**src/rtl/core/caf_pkg.sv**
```systemverilog
// Shared types and constants for the complementary attitude filter.
// Holds the controller/datapath command and status structs and the arctangent table.
// No dependencies.
`timescale 1ns / 1ps

package caf_pkg;

  localparam int unsigned IN_W      = 16;
  localparam int unsigned ANG_W     = 19;
  localparam int unsigned VEC_W     = 27;
  localparam int unsigned Z_W       = 21;
  localparam int unsigned CNT_W     = 5;
  localparam int unsigned SQRT_ITER = 24;
  localparam int unsigned BLEND_LEN = 10;

  localparam logic signed [Z_W-1:0] PI_FX     = 21'sd205888;
  localparam logic signed [Z_W-1:0] TWO_PI_FX = 21'sd411775;
  localparam logic signed [55:0]    ANG_MAX   = 56'sd262143;
  localparam logic signed [55:0]    ANG_MIN   = -56'sd262144;
  localparam logic [15:0]           ALPHA_ONE = 16'd32768;

  localparam logic [7:0] CFG_BLEND_WEIGHT  = 8'd0;
  localparam logic [7:0] CFG_SAMPLE_PERIOD = 8'd1;

  typedef enum logic [2:0] {
    ST_IDLE, ST_PREP, ST_SQRT, ST_ROLL_LOAD, ST_ROLL, ST_BLEND, ST_OUTPUT
  } state_e;

  typedef enum logic [2:0] {
    MS_DT_RX, MS_DT_RY, MS_DT_RZ, MS_ALPHA_PROD,
    MS_ALPHA_PREV_P, MS_ALPHA_PREV_R, MS_BETA_ACC_P, MS_BETA_ACC_R
  } msel_e;

  typedef enum logic [1:0] {
    ACC_HOLD, ACC_LOAD, ACC_ADD_SH
  } acc_e;

  typedef struct packed {
    logic             capture;
    logic             prep;
    logic             sqrt_step;
    logic             cordic_step;
    logic             roll_load;
    logic [CNT_W-1:0] idx;
    msel_e            msel;
    acc_e             acc;
    logic             pitch_wr;
    logic             roll_wr;
    logic             yaw_wr;
    logic             out_load;
  } cmd_t;

  typedef struct packed {
    logic out_free;
  } status_t;

  function automatic logic signed [Z_W-1:0] atan_lut(input logic [CNT_W-1:0] i);
    logic signed [Z_W-1:0] v;
    case (i)
      5'd0:    v = 21'sd51472;
      5'd1:    v = 21'sd30385;
      5'd2:    v = 21'sd16055;
      5'd3:    v = 21'sd8150;
      5'd4:    v = 21'sd4091;
      5'd5:    v = 21'sd2047;
      5'd6:    v = 21'sd1024;
      5'd7:    v = 21'sd512;
      5'd8:    v = 21'sd256;
      5'd9:    v = 21'sd128;
      5'd10:   v = 21'sd64;
      5'd11:   v = 21'sd32;
      5'd12:   v = 21'sd16;
      5'd13:   v = 21'sd8;
      5'd14:   v = 21'sd4;
      5'd15:   v = 21'sd2;
      5'd16:   v = 21'sd1;
      default: v = 21'sd0;
    endcase
    return v;
  endfunction

endpackage

```
**src/rtl/core/caf_ctrl.sv**
```systemverilog
// Sequencing state machine for the complementary attitude filter.
// Issues commands to caf_dp; depends on caf_pkg.
`timescale 1ns / 1ps

module caf_ctrl #(
  parameter int unsigned CORDIC_STEPS = 16
) (
  input  logic             clk_i,
  input  logic             rst_ni,
  input  logic             in_valid_i,
  output logic             in_ready_o,
  input  caf_pkg::status_t status_i,
  output caf_pkg::cmd_t    cmd_o
);

  localparam logic [caf_pkg::CNT_W-1:0] CordicLast = caf_pkg::CNT_W'(CORDIC_STEPS - 1);
  localparam logic [caf_pkg::CNT_W-1:0] SqrtLast   = caf_pkg::CNT_W'(caf_pkg::SQRT_ITER - 1);
  localparam logic [caf_pkg::CNT_W-1:0] BlendLast  = caf_pkg::CNT_W'(caf_pkg::BLEND_LEN - 1);

  caf_pkg::state_e             state_q, state_d;
  logic [caf_pkg::CNT_W-1:0]   cnt_q, cnt_d;

  always_ff @(posedge clk_i or negedge rst_ni) begin
    if (!rst_ni) begin
      state_q <= caf_pkg::ST_IDLE;
      cnt_q   <= '0;
    end else begin
      state_q <= state_d;
      cnt_q   <= cnt_d;
    end
  end

  always_comb begin
    state_d    = state_q;
    cnt_d      = cnt_q;
    in_ready_o = 1'b0;
    cmd_o      = '0;
    cmd_o.idx  = cnt_q;
    cmd_o.msel = caf_pkg::MS_DT_RX;
    cmd_o.acc  = caf_pkg::ACC_HOLD;
    unique case (state_q)
      caf_pkg::ST_IDLE: begin
        in_ready_o = 1'b1;
        if (in_valid_i) begin
          cmd_o.capture = 1'b1;
          state_d       = caf_pkg::ST_PREP;
        end
      end
      caf_pkg::ST_PREP: begin
        cmd_o.prep = 1'b1;
        cnt_d      = '0;
        state_d    = caf_pkg::ST_SQRT;
      end
      caf_pkg::ST_SQRT: begin
        cmd_o.sqrt_step   = 1'b1;
        cmd_o.cordic_step = (cnt_q <= CordicLast);
        if (cnt_q == SqrtLast) begin
          state_d = caf_pkg::ST_ROLL_LOAD;
        end else begin
          cnt_d = cnt_q + 1'b1;
        end
      end
      caf_pkg::ST_ROLL_LOAD: begin
        cmd_o.roll_load = 1'b1;
        cnt_d           = '0;
        state_d         = caf_pkg::ST_ROLL;
      end
      caf_pkg::ST_ROLL: begin
        cmd_o.cordic_step = 1'b1;
        if (cnt_q == CordicLast) begin
          cnt_d   = '0;
          state_d = caf_pkg::ST_BLEND;
        end else begin
          cnt_d = cnt_q + 1'b1;
        end
      end
      caf_pkg::ST_BLEND: begin
        case (cnt_q)
          5'd0: cmd_o.msel = caf_pkg::MS_DT_RX;
          5'd1: cmd_o.msel = caf_pkg::MS_ALPHA_PROD;
          5'd2: begin
            cmd_o.msel = caf_pkg::MS_ALPHA_PREV_P;
            cmd_o.acc  = caf_pkg::ACC_LOAD;
          end
          5'd3: begin
            cmd_o.msel = caf_pkg::MS_BETA_ACC_P;
            cmd_o.acc  = caf_pkg::ACC_ADD_SH;
          end
          5'd4: begin
            cmd_o.msel = caf_pkg::MS_DT_RY;
            cmd_o.acc  = caf_pkg::ACC_ADD_SH;
          end
          5'd5: begin
            cmd_o.msel     = caf_pkg::MS_ALPHA_PROD;
            cmd_o.pitch_wr = 1'b1;
          end
          5'd6: begin
            cmd_o.msel = caf_pkg::MS_ALPHA_PREV_R;
            cmd_o.acc  = caf_pkg::ACC_LOAD;
          end
          5'd7: begin
            cmd_o.msel = caf_pkg::MS_BETA_ACC_R;
            cmd_o.acc  = caf_pkg::ACC_ADD_SH;
          end
          5'd8: begin
            cmd_o.msel = caf_pkg::MS_DT_RZ;
            cmd_o.acc  = caf_pkg::ACC_ADD_SH;
          end
          default: begin
            cmd_o.roll_wr = 1'b1;
            cmd_o.yaw_wr  = 1'b1;
          end
        endcase
        if (cnt_q == BlendLast) begin
          state_d = caf_pkg::ST_OUTPUT;
        end else begin
          cnt_d = cnt_q + 1'b1;
        end
      end
      caf_pkg::ST_OUTPUT: begin
        if (status_i.out_free) begin
          cmd_o.out_load = 1'b1;
          state_d        = caf_pkg::ST_IDLE;
        end
      end
      default: state_d = caf_pkg::ST_IDLE;
    endcase
  end

endmodule

```
**config.mk**
```make
export PLATFORM = sky130hd
export DESIGN_NAME = caf_ctrl
export DESIGN_NICKNAME = d
export VERILOG_FILES = /design/src/rtl/core/caf_pkg.sv /design/src/rtl/core/caf_ctrl.sv
export SDC_FILE = /design/constraint.sdc
export NUM_CORES = 1
export LEC_CHECK = 0
export ABC_CLOCK_PERIOD_IN_PS = 2700
export BUFFER_PORTS_ARGS = -buffer_cell sky130_fd_sc_hd__buf_2
export CELL_PAD_IN_SITES_DETAIL_PLACEMENT = 0
export CELL_PAD_IN_SITES_GLOBAL_PLACEMENT = 1
export CORE_AREA = 4 4 55 52
export CTS_CLUSTER_DIAMETER = 30
export DETAILED_ROUTE_END_ITERATION = 12
export DIE_AREA = 0 0 59 56
export GPL_TIMING_DRIVEN = 0
export HOLD_SLACK_MARGIN = 0.08
export PLACE_DENSITY_LB_ADDON = 0.2
export REMOVE_ABC_BUFFERS = 1
export SLEW_MARGIN = 20
export SYNTH_ARGS = -nofsm -noshare
export SYNTH_HDL_FRONTEND = slang
export SYNTH_SLANG_ARGS = --single-unit
```
**constraint.sdc**
```tcl
create_clock -name clk_i -period 2.7 [get_ports clk_i]
set_input_delay 0.27 -clock clk_i [delete_from_list [all_inputs] [get_ports clk_i]]
set_output_delay 0.27 -clock clk_i [all_outputs]
set_load 0.005 [all_outputs]
```
==> reports/qor.txt, run 1 <==
Outcome: complete, no violations
Most common cell after layout, fill and taps aside: buf_2
Worst Path Required: 2.86 ns
Setup Skew: 0.000540 ns
Arr. time, crit path: 2.36 ns
Slew Viols, Final: 0
First-pass iteration count of the detailed router: 4
Slowest stage delay, CP: 0.47 ns
Per-cell routed wire length: 12.7 um
Cell accounting for the most synthesized area: dfrtp_1
Worst hold path type: in -> reg
Slew @ Worst Pin: 0.434 ns
Die area: 0.00330 mm^2
Reg2Reg Launch Point: cnt_q[0]
Chip height: 56 um
Vias in the first global route: 670
Area delta synth->final: 18.4%
CTS tree: built
Crit path cell chain: ha_1 -> nand3_1 -> inv_1 -> ha_1 -> and2_4 -> a21oi_2 -> or4b_1 -> o21ai_1
Fin crit share: 0.815
Worst Setup SP: cnt_q[0]
Async set-reset flop share out of synthesis: 1.00
Pin count of the biggest net entering global routing: 16
Postcts setup bufs: 0
Antenna cells: 0
Drt initial violations: 18
GRT Total Usage: 0.112
Type of the worst setup path: reg -> reg
Vias after detailed routing: 745
Critical-path top delay cell: or4b_1
Final design area excluding fillers: 948 um^2
Fin Setup TNS: 0 ns
CP Buf/Inv Count: 1
Final hold vios: 0
H-tree depth: 1
Die Wd: 59 um
Crit path top cell by count: ha_1
Yosys warnings: 0
Distinct cell type count after synthesis: 43
Power Density: 221 mW/mm^2
Total Nets Final: 128
Port bufs: 23
Ranking of synthesized cells by area: dfrtp_1 (25%), ha_1 (9.4%), nand2_1 (3.8%), nor2_1 (3.8%), inv_1 (3.3%)
Max_cap viols: 0
Sequential share of the synthesized area: 0.250
Worst IR drop on VDD: 192 uV
Syn Std Cell Area: 801 um^2
Hold-fix buffers, CTS: 1
Post-synth top area share: 0.250
Clock Latency Late Sink: 0.24 ns
Cells after synthesis: 95
HP Start: status_i
Maximum fanout along the worst path: 7
Synthesized area per cell: 8.43 um^2
Layout cells sized above 1: 0.328
EDFF count, synth: 0
RePlAce Congestion: 0.753
Placeable Area: 0.00234 mm^2
Most frequent cells in the layout: buf_2 (23), nand2_1 (8), nor2_1 (8), dfrtp_1 (8), inv_1 (7)
RSZ-0062 raised after global routing: false
Clock Path Buffers: 2
Crit. End Element: flip-flop
Initial core utilization: 0.342
Remaining Overflow, GRT: 0
Main synth FF type: dfrtp_1
Total CTS buffers: 3
Final cell count without fillers: 144
Pleak: 0.506 nW
Pwr Total: 0.209 mW
Cell area after placement: 916 um^2
Hold_ws: 0.343 ns
Vias/cell: 5.17
Root Driver: clkbuf_4
Final HPWL from detailed placement: 1410 um
Startpoint types: flip-flop
Drt drc: 0
Detailed-route wire length: 1830 um
I/O Pins: 24
Sink Count: 8
Global-route wire length before repair: 2990 um
Final setup vio count: 0
CTS clk-pin slew, worst paths: 0.05 ns
ANT nets after route: 0
Slew headroom: 0.711
Rows: 17
Fmax achieved: 455 MHz
Min cycle time layout: 2.20 ns
Largest delay contributor family on the critical path: simple AND/OR/NAND/NOR gates
CTS resizes: 0
Post-synthesis register bit count: 8
Placed Cells: 140
Antenna violations before repair: 0
==> layout make-up <==
class                      instances  area, um^2
timing repair buffer              24         125
fill                             251        1390
inverter                           7        26.3
multi-input combinational         74         539
clock buffer                       3        22.5
sequential                         8         200
tap                               28        35.0
==> layer usage <==
layer	wire (um)	GRT usage	vias up	share of wire
met4	5	0.0388	0	0.0027
met1	955	0.166	349	0.52
met2	773	0.159	14	0.42
met5	0	0	-	0
met3	96	0.0209	2	0.052
li1	-	-	380	-
==> Yosys cell counts (2+ instances only) <==
cell      count
a211oi_1      3
a21oi_1       4
a32o_1        2
and2_1        3
and2b_2       2
clkbuf_1      2
dfrtp_1       8
ha_1          6
inv_1         7
nand2_1       8
nand3_1       2
nor2_1        8
nor2b_1       2
nor3_1        5
o21ai_0       4
or3_1         2
==> report_power, final <==
| part | leakage, nW | total (mW) | internal (mW) | switching (mW) |
|---|---|---|---|---|
| logic | 0.395 | 0.00551 | 0.00250 | 0.00301 |
| registers | 0.0968 | 0.120 | 0.120 | 0 |
| clock network | 0.0138 | 0.0835 | 0.0503 | 0.0332 |
| total | 0.506 | 0.209 | 0.173 | 0.0362 |
==> flip-flops by register name, summed over array words and instances (netlist names) <==
name and flops:
state_q 3, cnt_q 5
==> kinds of logic after synthesis <==
| kind of cell | share of synthesized area |
|---|---|
| buf+inv | 0.0766 |
| mux | 0.0312 |
| compound gates | 0.231 |
| flops | 0.250 |
| fa+ha+maj | 0.0937 |
| xor+xnor | 0.0109 |
| simple gates | 0.306 |
==> final timing paths <==
check,to,slack [ns],cells after the start
worst max-delay path,cnt_q[0],0.50,8
worst min-delay path,state_q[1],0.34,4
worst max register to register,cnt_q[0],0.50,8
worst min register to register,cnt_q[1],0.68,2
max in group asynchronous,cnt_q[2],2.14,2
min in group asynchronous,cnt_q[1],0.40,2
==> metrics by stage <==
stage	setup WS, ns	utilization
6_report	0.500	0.405
5_1_grt	0.363	0.405
4_1_cts	0.459	0.405
3_5_place_dp	0.487	0.391
3_3_place_gp	0.484	0.391
2_1_floorplan	0.723	-
==> tightest hold or removal path: cells and delay by family <==
family | cells | cell delay, ns
buffers and inverters | 1 | 0.09
AND/OR/NAND/NOR | 1 | 0.05
AO/OA/AOI/OAI | 2 | 0.12
Power figures use the tool's default switching activity.
==> run 2, diff against run 1 <==
--- a/config.mk
+++ b/config.mk
@@ -5,7 +5,7 @@
 export SDC_FILE = /design/constraint.sdc
 export NUM_CORES = 1
 export LEC_CHECK = 0
-export ABC_CLOCK_PERIOD_IN_PS = 2700
+export ABC_CLOCK_PERIOD_IN_PS = 2250
 export BUFFER_PORTS_ARGS = -buffer_cell sky130_fd_sc_hd__buf_2
 export CELL_PAD_IN_SITES_DETAIL_PLACEMENT = 0
 export CELL_PAD_IN_SITES_GLOBAL_PLACEMENT = 1
==> constraint.sdc (replaced) <==
create_clock -name clk_i -period 2.25 [get_ports clk_i]
set_input_delay 0.225 -clock clk_i [delete_from_list [all_inputs] [get_ports clk_i]]
set_output_delay 0.225 -clock clk_i [all_outputs]
set_load 0.005 [all_outputs]
==> run 2 against run 1 <==
Die area unchanged. Flip-flop and latch count did not move. Combinational power up 20%. Core utilization grew 0.11 points. Critical endpoint unchanged. Largest power group unchanged. Highest routed layer unchanged.
==> reports/qor.txt, run 2 (synthesized netlist as in run 1, its figures left out) <==
Layout cells sized above 1: 0.336
Reg2Reg Launch Point: cnt_q[0]
Root Driver: clkbuf_4
Largest regs: cnt_q (5), state_q (3)
HP Start: status_i
Critical-path top delay cell: or4b_1
Final setup vio count: 0
Antenna violations before repair: 0
Most frequent cells in the layout: buf_2 (23), nand2_1 (8), nor2_1 (8), dfrtp_1 (8), inv_1 (7)
Pin count of the biggest net entering global routing: 16
Power Density: 264 mW/mm^2
Final HPWL from detailed placement: 1410 um
Port bufs: 23
Global-route wire length before repair: 2990 um
Die Wd: 59 um
Total CTS buffers: 3
FF-to-FF setup slack: 0.13 ns
Drt drc: 0
H-tree depth: 1
Sink Count: 8
Slowest stage delay, CP: 0.47 ns
Vias/cell: 5.17
Clock Path Buffers: 2
Chip height: 56 um
Per-cell routed wire length: 12.7 um
Final design area excluding fillers: 951 um^2
Drt initial violations: 16
Startpoint types: flip-flop
Max_cap viols: 0
Total Nets Final: 128
Fmax achieved: 472 MHz
Area delta synth->final: 18.8%
GRT Total Usage: 0.112
Arr. time, crit path: 2.28 ns
Worst hold path depth: 4
Type of the worst setup path: reg -> reg
Outcome: complete, no violations
ANT nets after route: 0
Final hold vios: 0
Pleak: 0.503 nW
Setup Skew: 0.000540 ns
CTS tree: built
Die area: 0.00330 mm^2
Clock Latency Late Sink: 0.24 ns
Maximum fanout along the worst path: 7
Slew Viols, Final: 0
Worst IR drop on VDD: 230 uV
Top reg by flops: cnt_q
Fin crit share: 0.941
RSZ-0062 raised after global routing: false
I/O Pins: 24
Remaining Overflow, GRT: 0
Postcts setup bufs: 0
Slew @ Worst Pin: 0.431 ns
Detailed-route wire length: 1830 um
Worst Path Required: 2.41 ns
Rows: 17
Worst hold path type: in -> reg
Antenna cells: 0
Most common cell after layout, fill and taps aside: buf_2
Crit. End Element: flip-flop
Worst r2r dst: cnt_q[0]
RePlAce Congestion: 0.753
Min cycle time layout: 2.12 ns
Crit path cell chain: ha_2 -> nand3_1 -> inv_1 -> ha_1 -> and2_4 -> a21oi_2 -> or4b_1 -> o21ai_1
Vias in the first global route: 670
Vias after detailed routing: 744
CTS clk-pin slew, worst paths: 0.05 ns
Fin Setup TNS: 0 ns
Worst Hold Path EP: state_q[1]
First-pass iteration count of the detailed router: 4
FF-to-FF path depth: 8
Initial core utilization: 0.342
Cell area after placement: 916 um^2
Slew headroom: 0.713
Max reg flops: 5
Placeable Area: 0.00234 mm^2
[run 2: cell count changes in the layout (fill, tap and decap cells not counted)]
cell | before | now
ha_1 | 6 | 5
ha_2 | 0 | 1
[run 2: layout make-up]
| type | count | area, um^2 |
|---|---|---|
| fill | 251 | 1390 |
| multi-input combinational | 74 | 542 |
| sequential | 8 | 200 |
| timing repair buffer | 24 | 125 |
| tap | 28 | 35.0 |
| inverter | 7 | 26.3 |
| clock buffer | 3 | 22.5 |
[run 2: stage by stage]
stage	power, mW	hold WS, ns	setup slack [ns]	utilization	std cells
after floorplan	0.147	-0.0706	0.273	-	89
after global placement	0.152	0.0701	0.0338	0.391	140
after detailed placement	0.152	0.0702	0.0370	0.391	140
after CTS	0.258	0.291	0.00903	0.405	144
after global routing	0.267	0.307	0.000602	0.406	144
final	0.251	0.298	0.133	0.406	144
[run 2: worst max-delay path by stage]
stage,from,endpoint,slack [ns]
2_1_floorplan,cnt_q[0],cnt_q[0],0.27
3_3_place_gp,cnt_q[0],cnt_q[0],0.03
3_5_place_dp,cnt_q[0],cnt_q[0],0.04
4_1_cts,cnt_q[0],cnt_q[0],0.009
5_1_grt,cnt_q[0],cnt_q[0],0.0006
6_report,cnt_q[0],cnt_q[0],0.13
[run 2: power by group]
part	switching, mW	total [mW]	leakage, nW	internal [mW]
clock network	0.0398	0.100	0.0138	0.0604
logic	0.00361	0.00662	0.392	0.00300
registers	0	0.144	0.0968	0.144
total	0.0434	0.251	0.503	0.208
[run 2: per-layer routing]
metal  global-route usage  part of all wire
met1                0.166              0.52
met2                0.159              0.42
met3               0.0209             0.053
met4               0.0388            0.0027
met5                    0                 0
[run 2: what timing repair did]
item,in CTS,in global routing
resized for setup,0,1
hold endpoints to repair,8,0
hold buffers,1,0
setup endpoints to repair,0,1
[run 2: worst max-delay path: cells and delay by family (launching register included)]
family          cells  cell delay (ns)
compound gates      2             0.35
fa+ha+maj           2             0.46
buf+inv             1             0.05
flops               1             0.44
simple gates        3             0.74
